### config.mk
export PLATFORM = sky130hd
export DESIGN_NAME = triangle_strip_to_list
export DESIGN_NICKNAME = d
export VERILOG_FILES = /design/src/rtl/core/tsl_pkg.sv /design/src/rtl/core/triangle_strip_to_list.sv /design/src/rtl/core/tsl_front.sv /design/src/rtl/core/tsl_queue.sv /design/src/rtl/core/tsl_back.sv
export SDC_FILE = /design/constraint.sdc
export NUM_CORES = 1
export LEC_CHECK = 0
export ABC_AREA = 1
export BUFFER_PORTS_ARGS = -buffer_cell sky130_fd_sc_hd__buf_4
export CORE_MARGIN = 2
export CORE_UTILIZATION = 39
export CTS_CLUSTER_DIAMETER = 100
export DETAILED_ROUTE_END_ITERATION = 12
export PLACE_DENSITY = 0.68
export SKIP_CTS_REPAIR_TIMING = 1
export SLEW_MARGIN = 20
export SYNTH_ARGS = -nofsm -noshare
export SYNTH_HDL_FRONTEND = slang
export SYNTH_SLANG_ARGS = --single-unit
### constraint.sdc
create_clock -name clk -period 7.2 [get_ports clk]
set_clock_uncertainty 0.1 [all_clocks]
set_input_delay 1.8 -clock clk [delete_from_list [all_inputs] [get_ports clk]]
set_output_delay 1.8 -clock clk [all_outputs]
set_load 0.005 [all_outputs]
### src/rtl/core/tsl_pkg.sv
// ----------------------------------------------------------------------------
// tsl_pkg
// Shared types, constants and helpers for the strip-to-list primitive
// assembler.
// ----------------------------------------------------------------------------
package tsl_pkg;

  localparam int IDX_W  = 16;
  localparam int CFG_W  = 32;
  localparam int ADDR_W = 1;

  typedef logic [IDX_W-1:0]  idx_t;
  typedef logic [ADDR_W-1:0] cfg_addr_t;
  typedef logic [CFG_W-1:0]  cfg_data_t;

  // register map
  localparam cfg_addr_t CFG_VERTEX_COUNT        = 1'b0;
  localparam cfg_addr_t CFG_NOMINAL_INDEX_COUNT = 1'b1;

  localparam idx_t RESTART_INDEX = 16'hFFFF;

  // strip position counter saturates at two held indices
  typedef logic [1:0] run_len_t;
  localparam run_len_t RUN_FULL = 2'd2;

  // first corner in the low bits once packed
  typedef struct packed {
    idx_t corner_third;
    idx_t corner_second;
    idx_t corner_first;
  } tri_t;

  localparam int TRI_W = $bits(tri_t);

  // queue status seen by the front and the back
  typedef struct packed {
    logic not_empty;
    logic full;
  } q_stat_t;

  function automatic idx_t swap_bytes(input idx_t v);
    return {v[7:0], v[15:8]};
  endfunction

endpackage

### src/rtl/core/triangle_strip_to_list.sv
// ----------------------------------------------------------------------------
// triangle_strip_to_list
// Primitive assembly: triangle strip with restart to triangle list.
// ----------------------------------------------------------------------------
// Takes one big-endian 16-bit strip index per transaction and emits zero or
// one triangle of three byte-swapped corners. 0xFFFF restarts the strip; from
// the third index of a strip onward each index closes a triangle, with the
// first two corners swapped at odd positions to keep the winding. Triangles
// with repeated corners are dropped, and nothing is emitted while
// vertex_count is zero or nominal_index_count is two or less. tlast on the
// input marks the mesh end and clears the strip state after that index.
// Rate: one index per clock, sustained while the queue has room; the front
// updates its strip state on each accepted index. An accepted triangle passes
// the triangle queue and then the output register on its way to out_tvalid.
// The input stalls only when the queue is full.
// ----------------------------------------------------------------------------
module triangle_strip_to_list #(
  parameter int QUEUE_DEPTH = 2
) (
  input  logic                 clk,
  input  logic                 rst_n,
  // configuration
  input  logic                 cfg_we,
  input  tsl_pkg::cfg_addr_t   cfg_addr,   // 0: vertex_count, 1: nominal_index_count
  input  tsl_pkg::cfg_data_t   cfg_wdata,
  // strip index stream
  input  logic                 in_tvalid,
  output logic                 in_tready,
  input  tsl_pkg::idx_t        in_tdata,   // [15:0] raw_index
  input  logic                 in_tlast,   // mesh_end
  // triangle stream
  output logic                 out_tvalid,
  input  logic                 out_tready,
  output logic [tsl_pkg::TRI_W-1:0] out_tdata // [15:0] corner_first,
                                              // [31:16] corner_second,
                                              // [47:32] corner_third
);
  import tsl_pkg::*;

  q_stat_t q_stat;
  logic    push;
  logic    pop;
  tri_t    push_tri;
  tri_t    pop_tri;

  // front: strip state and triangle forming
  tsl_front u_front (
    .clk       (clk),
    .rst_n     (rst_n),
    .cfg_we    (cfg_we),
    .cfg_addr  (cfg_addr),
    .cfg_wdata (cfg_wdata),
    .in_tvalid (in_tvalid),
    .in_tready (in_tready),
    .in_tdata  (in_tdata),
    .in_tlast  (in_tlast),
    .q_stat    (q_stat),
    .push      (push),
    .push_tri  (push_tri)
  );

  // decoupling queue
  tsl_queue #(
    .QUEUE_DEPTH (QUEUE_DEPTH)
  ) u_queue (
    .clk      (clk),
    .rst_n    (rst_n),
    .push     (push),
    .push_tri (push_tri),
    .pop      (pop),
    .pop_tri  (pop_tri),
    .q_stat   (q_stat)
  );

  // back: output register
  tsl_back u_back (
    .clk        (clk),
    .rst_n      (rst_n),
    .q_stat     (q_stat),
    .pop_tri    (pop_tri),
    .pop        (pop),
    .out_tvalid (out_tvalid),
    .out_tready (out_tready),
    .out_tdata  (out_tdata)
  );

  // degenerate triangles never reach the output
  a_no_degenerate: assert property (@(posedge clk) disable iff (!rst_n)
    out_tvalid |-> (out_tdata[15:0] != out_tdata[31:16]) &&
                   (out_tdata[15:0] != out_tdata[47:32]) &&
                   (out_tdata[31:16] != out_tdata[47:32]))
    else $error("degenerate triangle on output");

  // a restart index never produces a triangle
  a_restart_silent: assert property (@(posedge clk) disable iff (!rst_n)
    (in_tvalid && in_tready && (in_tdata == RESTART_INDEX)) |-> !push)
    else $error("triangle formed on restart index");

  // the queue never takes a push when full
  a_no_overflow: assert property (@(posedge clk) disable iff (!rst_n)
    q_stat.full |-> !push)
    else $error("push into full triangle queue");

  // nothing pops from an empty queue
  a_no_underflow: assert property (@(posedge clk) disable iff (!rst_n)
    pop |-> q_stat.not_empty)
    else $error("pop from empty triangle queue");

  // output is idle straight after reset
  a_reset_idle: assert property (@(posedge clk)
    !rst_n |=> !out_tvalid)
    else $error("output valid after reset");

endmodule

### src/rtl/core/tsl_front.sv
// ----------------------------------------------------------------------------
// tsl_front
// Takes strip indices, tracks strip state and forms candidate triangles.
// ----------------------------------------------------------------------------
module tsl_front (
  input  logic               clk,
  input  logic               rst_n,
  input  logic               cfg_we,
  input  tsl_pkg::cfg_addr_t cfg_addr,
  input  tsl_pkg::cfg_data_t cfg_wdata,
  input  logic               in_tvalid,
  output logic               in_tready,
  input  tsl_pkg::idx_t      in_tdata,
  input  logic               in_tlast,
  input  tsl_pkg::q_stat_t   q_stat,
  output logic               push,
  output tsl_pkg::tri_t      push_tri
);
  import tsl_pkg::*;

  logic [15:0] vertex_count_r;
  logic [31:0] nominal_index_count_r;
  idx_t        older_r, older_nxt;
  idx_t        newer_r, newer_nxt;
  run_len_t    run_len_r, run_len_nxt;
  logic        odd_r, odd_nxt;

  logic accept;
  logic restart;
  logic enabled;
  idx_t a, b, c;

  always_ff @(posedge clk) begin
    if (!rst_n) begin
      vertex_count_r        <= '0;
      nominal_index_count_r <= '0;
    end else if (cfg_we) begin
      unique case (cfg_addr)
        CFG_VERTEX_COUNT:        vertex_count_r        <= cfg_wdata[15:0];
        CFG_NOMINAL_INDEX_COUNT: nominal_index_count_r <= cfg_wdata[31:0];
        default: ;
      endcase
    end
  end

  assign in_tready = !q_stat.full;
  assign accept    = in_tvalid && in_tready;
  assign restart   = (in_tdata == RESTART_INDEX);
  assign enabled   = (vertex_count_r != '0) && (nominal_index_count_r > 32'd2);

  // odd positions swap the first two corners
  assign a = swap_bytes(odd_r ? newer_r : older_r);
  assign b = swap_bytes(odd_r ? older_r : newer_r);
  assign c = swap_bytes(in_tdata);

  assign push_tri = '{corner_third: c, corner_second: b, corner_first: a};
  assign push = accept && !restart && (run_len_r == RUN_FULL) && enabled
                && (a != b) && (a != c) && (b != c);

  always_comb begin
    older_nxt   = older_r;
    newer_nxt   = newer_r;
    run_len_nxt = run_len_r;
    odd_nxt     = odd_r;
    if (accept) begin
      priority if (in_tlast) begin
        older_nxt   = '0;
        newer_nxt   = '0;
        run_len_nxt = '0;
        odd_nxt     = 1'b0;
      end else if (restart) begin
        run_len_nxt = '0;
        odd_nxt     = 1'b0;
      end else begin
        older_nxt   = newer_r;
        newer_nxt   = in_tdata;
        run_len_nxt = (run_len_r == RUN_FULL) ? RUN_FULL : run_len_r + 2'd1;
        odd_nxt     = !odd_r;
      end
    end
  end

  always_ff @(posedge clk) begin
    if (!rst_n) begin
      older_r   <= '0;
      newer_r   <= '0;
      run_len_r <= '0;
      odd_r     <= 1'b0;
    end else begin
      older_r   <= older_nxt;
      newer_r   <= newer_nxt;
      run_len_r <= run_len_nxt;
      odd_r     <= odd_nxt;
    end
  end

endmodule

### src/rtl/core/tsl_queue.sv
// ----------------------------------------------------------------------------
// tsl_queue
// Small FIFO of triangles between the front and the back.
// ----------------------------------------------------------------------------
module tsl_queue #(
  parameter int QUEUE_DEPTH = 2
) (
  input  logic             clk,
  input  logic             rst_n,
  input  logic             push,
  input  tsl_pkg::tri_t    push_tri,
  input  logic             pop,
  output tsl_pkg::tri_t    pop_tri,
  output tsl_pkg::q_stat_t q_stat
);
  import tsl_pkg::*;

  localparam int PTR_W = $clog2(QUEUE_DEPTH);
  localparam int CNT_W = $clog2(QUEUE_DEPTH + 1);

  tri_t             slot_r [QUEUE_DEPTH];
  logic [PTR_W-1:0] wr_ptr_r, wr_ptr_nxt;
  logic [PTR_W-1:0] rd_ptr_r, rd_ptr_nxt;
  logic [CNT_W-1:0] count_r, count_nxt;

  assign q_stat.not_empty = (count_r != '0);
  assign q_stat.full      = (count_r == CNT_W'(QUEUE_DEPTH));
  assign pop_tri          = slot_r[rd_ptr_r];

  always_comb begin
    wr_ptr_nxt = wr_ptr_r;
    rd_ptr_nxt = rd_ptr_r;
    count_nxt  = count_r;
    if (push) begin
      wr_ptr_nxt = (wr_ptr_r == PTR_W'(QUEUE_DEPTH - 1)) ? '0 : wr_ptr_r + 1'b1;
    end
    if (pop) begin
      rd_ptr_nxt = (rd_ptr_r == PTR_W'(QUEUE_DEPTH - 1)) ? '0 : rd_ptr_r + 1'b1;
    end
    unique case ({push, pop})
      2'b10:   count_nxt = count_r + 1'b1;
      2'b01:   count_nxt = count_r - 1'b1;
      default: count_nxt = count_r;
    endcase
  end

  always_ff @(posedge clk) begin
    if (push) begin
      slot_r[wr_ptr_r] <= push_tri;
    end
  end

  always_ff @(posedge clk) begin
    if (!rst_n) begin
      wr_ptr_r <= '0;
      rd_ptr_r <= '0;
      count_r  <= '0;
    end else begin
      wr_ptr_r <= wr_ptr_nxt;
      rd_ptr_r <= rd_ptr_nxt;
      count_r  <= count_nxt;
    end
  end

endmodule

### src/rtl/core/tsl_back.sv
// ----------------------------------------------------------------------------
// tsl_back
// Output register: draws triangles from the queue and presents them.
// ----------------------------------------------------------------------------
module tsl_back (
  input  logic                 clk,
  input  logic                 rst_n,
  input  tsl_pkg::q_stat_t     q_stat,
  input  tsl_pkg::tri_t        pop_tri,
  output logic                 pop,
  output logic                 out_tvalid,
  input  logic                 out_tready,
  output logic [tsl_pkg::TRI_W-1:0] out_tdata
);
  import tsl_pkg::*;

  logic out_valid_r, out_valid_nxt;
  tri_t out_tri_r;

  // refill whenever the register is empty or being drained
  assign pop = q_stat.not_empty && (!out_valid_r || out_tready);

  always_comb begin
    out_valid_nxt = out_valid_r;
    if (pop) begin
      out_valid_nxt = 1'b1;
    end else if (out_tready) begin
      out_valid_nxt = 1'b0;
    end
  end

  always_ff @(posedge clk) begin
    if (pop) begin
      out_tri_r <= pop_tri;
    end
  end

  always_ff @(posedge clk) begin
    if (!rst_n) begin
      out_valid_r <= 1'b0;
    end else begin
      out_valid_r <= out_valid_nxt;
    end
  end

  assign out_tvalid = out_valid_r;
  assign out_tdata  = out_tri_r;

endmodule
# [Yosys cells after proc, flatten, opt, wreduce, memory -nomap -nowiden]
# Memories as Yosys holds them, arrays and structs flattened. A register that Yosys moved wholly into a read port is not among the register bits.
# Index checks and enable logic that the tools add are counted.
[totals] reg_bits=88 ramBits=96 inputBits=55 elab_cells=66 memories=1
[op_classes] addsub=5 order_cmp=1 eq_ne=9 n_mux=18 bitwise_logic=1 n_reduce_logical=21
[memory_table] name="u_queue.slot_r" depth=2 width=48 rd=1 rd_ports_with_merged_regs=1 write_ports=1 line="tsl_queue.sv:21" source="tri_t slot_r [QUEUE_DEPTH];"
[ops] cell="2-to-1 mux 16 bit" count=6
[ops] cell="inequality test 16 bit" count=3
[ops] cell="greater-than comparator 32 x 2 -> 1 bit, second input constant" count=1
[ops] cell="equality test 16 bit, second input constant" count=1
[ops] cell="nonzero test 16 bit" count=1
[ops] cell="logical AND 1 bit" count=9
[ops] cell="2-to-1 mux 1 bit" count=8
[ops] cell="equality test 2 bit, second input constant" count=3
[ops] cell="2-to-1 mux 2 bit" count=3
[ops] cell="AND reduction 2 bit" count=3
[ops] cell="nonzero test 2 bit" count=3
[ops] cell="adder 2 x 1 -> 2 bit, second input constant" count=2
[ops] cell="logical NOT 1 bit" count=4
[ops] cell="one-hot mux 2 bit (2 select lines)" count=1
[ops] cell="adder 1 bit, second input constant" count=2
[ops] cell="equality test 2 x 1 -> 1 bit, second input constant" count=1
[ops] cell="inequality test 2 bit, second input constant" count=1
[ops] cell="subtractor 2 x 1 -> 2 bit, second input constant" count=1
[ops] cell="logical OR 1 bit" count=1
[ops] cell="inverter 1 bit" count=1

# [Depth between registers and ports, before layout]
# Gate-level depths: netlist (run 1).
[logic_depth] ltp_word=11 mapped_depth=19 ltp_nobuf=17

# [Cells and area by module]
# A second synthesis (run 1) with hierarchy kept.
[unflattened] cells_unflattened=1005 hier_area_um2=9933.3
[by_module_without_submodules] module="tsl_front" n_inst=1 cells_each=766 area_each_um2=4672.0
[by_module_without_submodules] module="tsl_queue" n_inst=1 cells_each=184 area_each_um2=3768.6
[by_module_without_submodules] module="tsl_back" n_inst=1 cells_each=55 area_each_um2=1492.7

# [Worst setup path after synthesis (run 1)]
# OpenSTA, ideal clock, no wires.
[synth_path] path_kind="input -> register" startpoint="input port out_tready" endpoint="register u_queue.count_r[1]" setup_ns=0.122 arrival_ns=5.320 required_ns=6.978 setup_slack_ns=1.658 path_stages=7 n_path_buf=0 cell_sequence="nor2_1 -> a21oi_1 -> ha_1 -> a21oi_1 -> o21ai_0 -> o21ai_0 -> a21oi_1"
[synth_between] elab_chain_len=4 elab_cells_between_ends=6 classes_between="2 x eq/ne; 1 x mux; 3 x reduce/logical"
[synth_lines] item="start: declaration" line="triangle_strip_to_list.sv:33" source="input logic out_tready,"
[synth_lines] item="logical OR 1 bit *" line="tsl_back.sv:21" source="assign pop = q_stat.not_empty && (!out_valid_r || out_tready);"
[synth_lines] item="logical AND 1 bit *" line="tsl_back.sv:21"
[synth_lines] item="via pop" line="triangle_strip_to_list.sv:42" source="logic pop;"
[synth_lines] item="equality test 2 x 1 -> 1 bit / equality test 2 bit (equally long branches)" line="tsl_queue.sv:40" source="unique case ({push, pop})"
[synth_lines] item="one-hot mux 2 bit (2 select lines) / nonzero test 2 bit (equally long branches)"
[synth_lines] item="end signal: assignment" line="tsl_queue.sv:61" source="count_r <= count_nxt;"
[synth_lines] item="end: declaration" line="tsl_queue.sv:24" source="logic [CNT_W-1:0] count_r, count_nxt;"
# The timed path passes the listed nets; every way through them passes the cells marked *.
# A chain may end at the register's enable or synchronous reset.

# [Final worst setup path (run 1)]
[layout_path] startpoint="input port in_tdata[1]" endpoint="memory u_queue.slot_r[0][8] (netlist bit) (enable)"
[layout_between] elab_chain_len=10 elab_cells_between_ends=12 classes_between="3 x eq/ne; 2 x mux; 7 x reduce/logical"
[layout_lines] item="start: declaration" line="triangle_strip_to_list.sv:29" source="input tsl_pkg::idx_t in_tdata,"
[layout_lines] item="equality test 16 bit" line="tsl_front.sv:48" source="assign restart = (in_tdata == RESTART_INDEX);"
[layout_lines] item="logical NOT 1 bit" line="tsl_front.sv:57" source="assign push = accept && !restart && (run_len_r == RUN_FULL) && enabled"
[layout_lines] item="logical AND 1 bit (3 in a row)" line="tsl_front.sv:57"
[layout_lines] item="logical AND 1 bit (2 in a row)" line="tsl_front.sv:58" source="&& (a != b) && (a != c) && (b != c);"
[layout_lines] item="logical AND 1 bit *" line="tsl_front.sv:58"
[layout_lines] item="2-to-1 mux 1 bit *" line="tsl_queue.sv:48" source="if (push) begin"
[layout_lines] item="2-to-1 mux 1 bit (implied by the code) *" line="tsl_queue.sv:49" source="slot_r[wr_ptr_r] <= push_tri;"
[layout_lines] item="end: declaration" line="tsl_queue.sv:21"
# Every way passes the cells marked *; elsewhere a longest branch is shown, timed or not.

==> impl_metrics.yaml, run 1 <==
logic_synthesis:
  synthCells: 1090
  ys_seq_area_frac: 0.629
  synth_top_family_by_area: "simple AND/OR/NAND/NOR gates"
  synth_seq_cells: 232
  synth.net_count: 1148
  synthXorXnorAreaFrac: 0.00543
  syn_area_um2: 9680
  synth_area_leaders: "edfxtp_1 (45%), dfxtp_1 (18%), nand2_1 (14%), nor2_1 (7.4%), inv_1 (3.2%)"
  synthMuxAreaShare: 0
  synthSimpleGateAreaFrac: 0.254
  ys_warn_count: 0
  synthAdderAreaFrac: 0.00388
  synth_compound_area_frac: 0.0536
  syn_area_per_cell_um2: 8.88
  netlist.area_leader.share: 0.447
  synth_area_leader_cell: "edfxtp_1"
  ys_types: 27
detailed_routing:
  wl_per_cell_um: 13.2
  ant_nets: 0
  drc: 0
  vias: 7195
  drt_pass1_iterations: 6
  drtIter0Drc: 508
  drt_wl_total_um: 20200
  vias_per_cell: 4.71
clock_network:
  clockBufferDepth: 3
  path_clk_slew_ns: 0.06
  h-tree-depth: 1
  cts-root-buf: "clkbuf_16"
  clk_latency_ns: 0.53
  cts_num_sinks: 232
  cts_made_buffers: 24
  cts_tree: "yes"
critical_path:
  r2r_cells: 15
  cp.depth: 13
  cp.required_ns: 7.27
  cp_common_cell: "nand2_1"
  arrival_ns: 3.74
  worst_path_max_delay_cell: "buf_4"
  start_kind: "input pin"
  path_class: "in2reg"
  rrSetupSlack_ns: 3.85
  worstReg2RegEnd: "u_queue.slot_r[0][8]$_DFFE_PP_"
  worstSetupEndpoint: "u_queue.slot_r[0][8]$_DFFE_PP_"
  critPathTopFamily: "simple AND/OR/NAND/NOR gates"
  critPathMaxFanout: 31
  worstPathCellList: "buf_4 -> nand2_1 -> nor2_1 -> nand2_1 -> nor2_2 -> nor2_4 -> nand3_1 -> inv_1 -> nand2_1 -> nor2_1 -> inv_1 -> nor2_4 -> buf_4"
  crit_path_end_kind: "flip-flop"
  rr_startpoint: "u_front.odd_r$_SDFFE_PN0P_"
  max_stage_delay_ns: 0.49
  crit_start: "in_tdata[1]"
  cp_num_buf_inv: 4
floorplan:
  dieHeight_um: 162
  initial_core_util: 0.398
  core_area_um2: 24300
  pin_count: 105
  die_area_um2: 26100
  die_x_um: 162
  rows: 57
job:
  cap_violations: 0
finish:
  drive_gt1_frac: 0.133
  layout.cells.non_filler: 1529
  multi_input_area_um2: 3090
  num_antenna_cells: 0
  nNetsFinal: 1245
  layout_common_cells: "nand2_1 (373), nor2_1 (191), edfxtp_1 (144)"
  postLayoutCoreUtil: 0.476
  fillers: 2237
  mostFrequentLayoutCell: "nand2_1"
  seq_area_um2: 6090
  syn_to_final_growth_pct: 19.5
placement:
  hpwl_um: 13500
  port_buffers: 104
  place_ws_ns: 2.95
  post-place-cells: 1485
  gp_congestion: 0.880
grt:
  overflow: 0
  antenna_found_initial: 0
  top_usage_layer: "met2"
  globalRouteTotalUtil: 0.159
  grt_max_degree: 55
  grt_pass1_wl_um: 33600
  grt_util_met1: 0.209
  grt_pass1_vias: 6796
  globalRouteMet2Util: 0.268
  met3_usage: 0.0306
power_and_ir_drop:
  max-vdd-ir-drop_v: 0.000175
  power_density_nw_per_um2: 311
  total_power_mw: 3.59
  power.leakage_nw: 4.85
timing:
  max_clock_freq_mhz: 272
  hold_viol: 0
  rsz0062_at_grt: "no"
  tns_ns: 0
  slew_viol_final: 0
  layout_min_cycle_time_ns: 3.67
  slew-limit-headroom: 0.270
  fin_ws_ns: 3.53
  finalSetupViolCount: 0
  tightest_slew_ns: 1.09
  fin_crit_sh: 0.510
min_path:
  min_path_type: "reg2reg"
status:
  status: "finished, final reports clean"
[metal layers]
metal  vias to the layer above  wire length, um  part of all wire
li1                       3701                -                 -
met1                      3263             9030              0.45
met2                       201             9490              0.47
met3                        30             1280             0.063
met4                         0              404             0.020
met5                         -                0                 0
[cell type report]
type | count | share of cell area
Tap cell | 324 | 0.0351
Timing Repair Buffer | 112 | 0.0727
Clock inverter | 15 | 0.0168
Sequential cell | 232 | 0.526
Inverter | 87 | 0.0285
Clock buffer | 29 | 0.0536
Multi-Input combinational cell | 730 | 0.267
[cells in the mapped netlist (all sizes together)]
library cell    n
inv            86
o22ai          27
a21oi          13
nand4           5
nand2         375
nand3          44
a21boi          1
buf            14
clkbuf         27
xor2            1
ha              3
clkinv          1
xnor2           5
dfxtp          88
nor2          194
o21ai          54
or2             8
edfxtp        144
[tightest hold or removal path, stage by stage, from the launching register on]
cell,delay [ns]
dfxtp_1,0.32
nor2_1,0.05
nor2_1,0.08
[worst min path at each step]
stage | startpoint | to | depth (start not counted)
3_5_place_dp | u_front.nominal_index_count_r[30]$_SDFFE_PN0P_ | u_front.nominal_index_count_r[30]$_SDFFE_PN0P_ | 2
2_1_floorplan | u_front.nominal_index_count_r[0]$_SDFFE_PN0P_ | u_front.nominal_index_count_r[0]$_SDFFE_PN0P_ | 2
3_3_place_gp | u_front.nominal_index_count_r[1]$_SDFFE_PN0P_ | u_front.nominal_index_count_r[1]$_SDFFE_PN0P_ | 2
6_report | u_front.nominal_index_count_r[28]$_SDFFE_PN0P_ | u_front.nominal_index_count_r[28]$_SDFFE_PN0P_ | 2
4_1_cts | u_front.nominal_index_count_r[30]$_SDFFE_PN0P_ | u_front.nominal_index_count_r[30]$_SDFFE_PN0P_ | 2
5_1_grt | u_front.nominal_index_count_r[20]$_SDFFE_PN0P_ | u_front.nominal_index_count_r[20]$_SDFFE_PN0P_ | 2
[cell families after synthesis]
family	Yosys count
flip-flops	232
AO/OA/AOI/OAI	95
XOR/XNOR	6
adder cells (fa/ha/maj)	3
AND/OR/NAND/NOR	626
buffers and inverters	128
[power breakdown]
group	leakage (nW)	internal, mW	switching [mW]
Clock	0.386	0.761	0.503
Combinational	2.40	0.267	0.377
Sequential	2.06	1.63	0.0563
[sequential cells by signal (all words and copies together), names as in the netlist, 2 cells and up]
signal,flops
u_front.older_r,16
u_front.nominal_index_count_r,32
u_front.run_len_r,2
u_back.out_tdata,48
u_front.vertex_count_r,16
u_queue.slot_r,96
u_front.newer_r,16
u_queue.count_r,2
[metrics by stage]
stage | hold WS (ns) | instance area, um^2
final | 0.384 | 11600
after global routing | 0.408 | 11600
after CTS | 0.385 | 11600
after detailed placement | 0.371 | 10800
after global placement | 0.363 | 10800
after floorplan | 0.355 | 9680
Note: power is estimated with default switching activity, not from simulation.
==> run 2: changes to the inputs <==
clock period = 3.4 ns   (was 7.2 ns; I/O delays follow)
==> run 2 against run 1 <==
  * Highest routed layer unchanged
  * Sequential power up 110%
  * Cell count increased by 0.33%
  * Non-clock buffer count rose by 5
  * Critical path type is now reg2reg
==> impl_metrics.yaml, run 2 (synthesis gave the netlist of run 1 again) <==
status:
  status: "finished, final reports clean"
timing:
  rsz0062_at_grt: "no"
  hold_viol: 0
  tns_ns: 0
  fin_ws_ns: 0.646
  slew_viol_final: 0
  max_clock_freq_mhz: 363
  finalSetupViolCount: 0
  layout_min_cycle_time_ns: 2.75
  fin_crit_sh: 0.810
  tightest_slew_ns: 0.955
  slew-limit-headroom: 0.363
placement:
  hpwl_um: 13900
  place_ws_ns: 0.577
  port_buffers: 104
  gp_congestion: 0.836
  place_area_um2: 10800
job:
  cap_violations: 0
critical_path:
  crit_path_end_kind: "flip-flop"
  critPathMaxFanout: 36
  cp.required_ns: 3.70
  start_kind: "flip-flop"
  arrival_ns: 3.06
  path_class: "reg2reg"
finish:
  nNetsFinal: 1250
  largest_reg_flops: 96
  seq_area_um2: 6090
  fillers: 2251
  fin_area_um2: 11600
  largest_register: "u_queue.slot_r"
  mostFrequentLayoutCell: "nand2_1"
  drive_gt1_frac: 0.136
  syn_to_final_growth_pct: 19.6
  layout_common_cells: "nand2_1 (373), nor2_1 (191), edfxtp_1 (144)"
  num_antenna_cells: 0
  multi_input_area_um2: 3090
clock_network:
  cts_tree: "yes"
  clockBufferDepth: 3
  cts_made_buffers: 24
  clk_latency_ns: 0.52
  h-tree-depth: 1
  path_clk_slew_ns: 0.06
  cts_num_sinks: 232
  cts-root-buf: "clkbuf_16"
detailed_routing:
  ant_nets: 0
  wl_per_cell_um: 13.8
  drt_wl_total_um: 21200
  drc: 0
  drt_pass1_iterations: 5
  vias: 7220
  vias_per_cell: 4.71
  drtIter0Drc: 550
grt:
  grt_pass1_wl_um: 34500
  grt_pass1_vias: 7031
  overflow: 0
  grt_max_degree: 55
  globalRouteTotalUtil: 0.164
  antenna_found_initial: 0
power_and_ir_drop:
  clkPwrFrac: 0.337
  seqPwrFrac: 0.476
  total_power_mw: 7.51
  power.net_switching_mw: 1.99
  internal-power_mw: 5.51
  max-vdd-ir-drop_v: 0.000391
  power.leakage_nw: 4.87
  combPwrFrac: 0.187
  swShare: 0.265
  power_density_nw_per_um2: 648
min_path:
  min_path_type: "reg2reg"
floorplan:
  initial_core_util: 0.398
  die_area_um2: 26100
  pin_count: 105
  dieHeight_um: 162
  rows: 57
  die_x_um: 162
  core_area_um2: 24300
[run 2: changes by cell type in the layout (fill, tap and decap cells not counted), moves of 3 or more]
cell       before  now
clkbuf_8        0    4
bufinv_16       4    0
buf_4         112  116
clkinv_1        5    2
[run 2: worst paths after layout]
| check | from | endpoint | slack [ns] | depth (start not counted) |
|---|---|---|---|---|
| hold reg to reg | u_front.nominal_index_count_r[8]$_SDFFE_PN0P_ | u_front.nominal_index_count_r[8]$_SDFFE_PN0P_ | 0.38 | 2 |
| setup / recovery | u_front.odd_r$_SDFFE_PN0P_ | u_queue.count_r[1]$_SDFFE_PN0P_ | 0.65 | 17 |
| hold / removal | u_front.nominal_index_count_r[8]$_SDFFE_PN0P_ | u_front.nominal_index_count_r[8]$_SDFFE_PN0P_ | 0.38 | 2 |
| setup reg to reg | u_front.odd_r$_SDFFE_PN0P_ | u_queue.count_r[1]$_SDFFE_PN0P_ | 0.65 | 17 |
[run 2: cell type report]
cell class              count  share of cell area
clock buffers              39              0.0641
clock inverters             5             0.00259
inverters                  87              0.0284
multi-input cells         730               0.267
flip-flops and latches    232               0.526
well taps                 324              0.0350
repair buffers            117              0.0770
[run 2: per-layer routing]
metal  up-vias  GRT usage  routed length [um]
li1       3708          -                   -
met1      3279      0.212                9460
met2       195      0.285               10100
met3        38     0.0241                1050
met4         0     0.0544                 566
met5         -          0                   0
[run 2: metrics by stage]
| step | instances | hold WS [ns] | utilization |
|---|---|---|---|
| after detailed placement | 1490 | 0.372 | 0.444 |
| after global routing | 1534 | 0.406 | 0.476 |
| final | 1534 | 0.384 | 0.476 |
| after global placement | 1490 | 0.362 | 0.444 |
| after floorplan | 1090 | 0.355 | - |
| after CTS | 1534 | 0.387 | 0.476 |
[run 2: power groups by stage]
stage | clock [mW] | combinational [mW] | sequential, mW
final | 2.53 | 1.40 | 3.57
after global routing | 2.70 | 1.58 | 3.61
after CTS | 2.59 | 1.43 | 3.58
after detailed placement | 0 | 1.43 | 3.64
after global placement | 0 | 1.41 | 3.63
after floorplan | 0 | 0.669 | 3.66
[run 2: critical path, cell delays in order, from the launching register on]
cell     delay, ns
dfxtp_1       0.38
inv_4         0.33
nand2_1       0.16
nand2_1       0.22
nand2_1       0.07
nand2_1       0.07
nor2_1        0.04
nand2_1       0.06
nor2_1        0.04
nand2_1       0.08
nand2_1       0.05
nor2_1        0.13
inv_1         0.10
ha_1          0.34
a21oi_1       0.13
o21ai_0       0.11
o21ai_0       0.16
a21oi_1       0.06
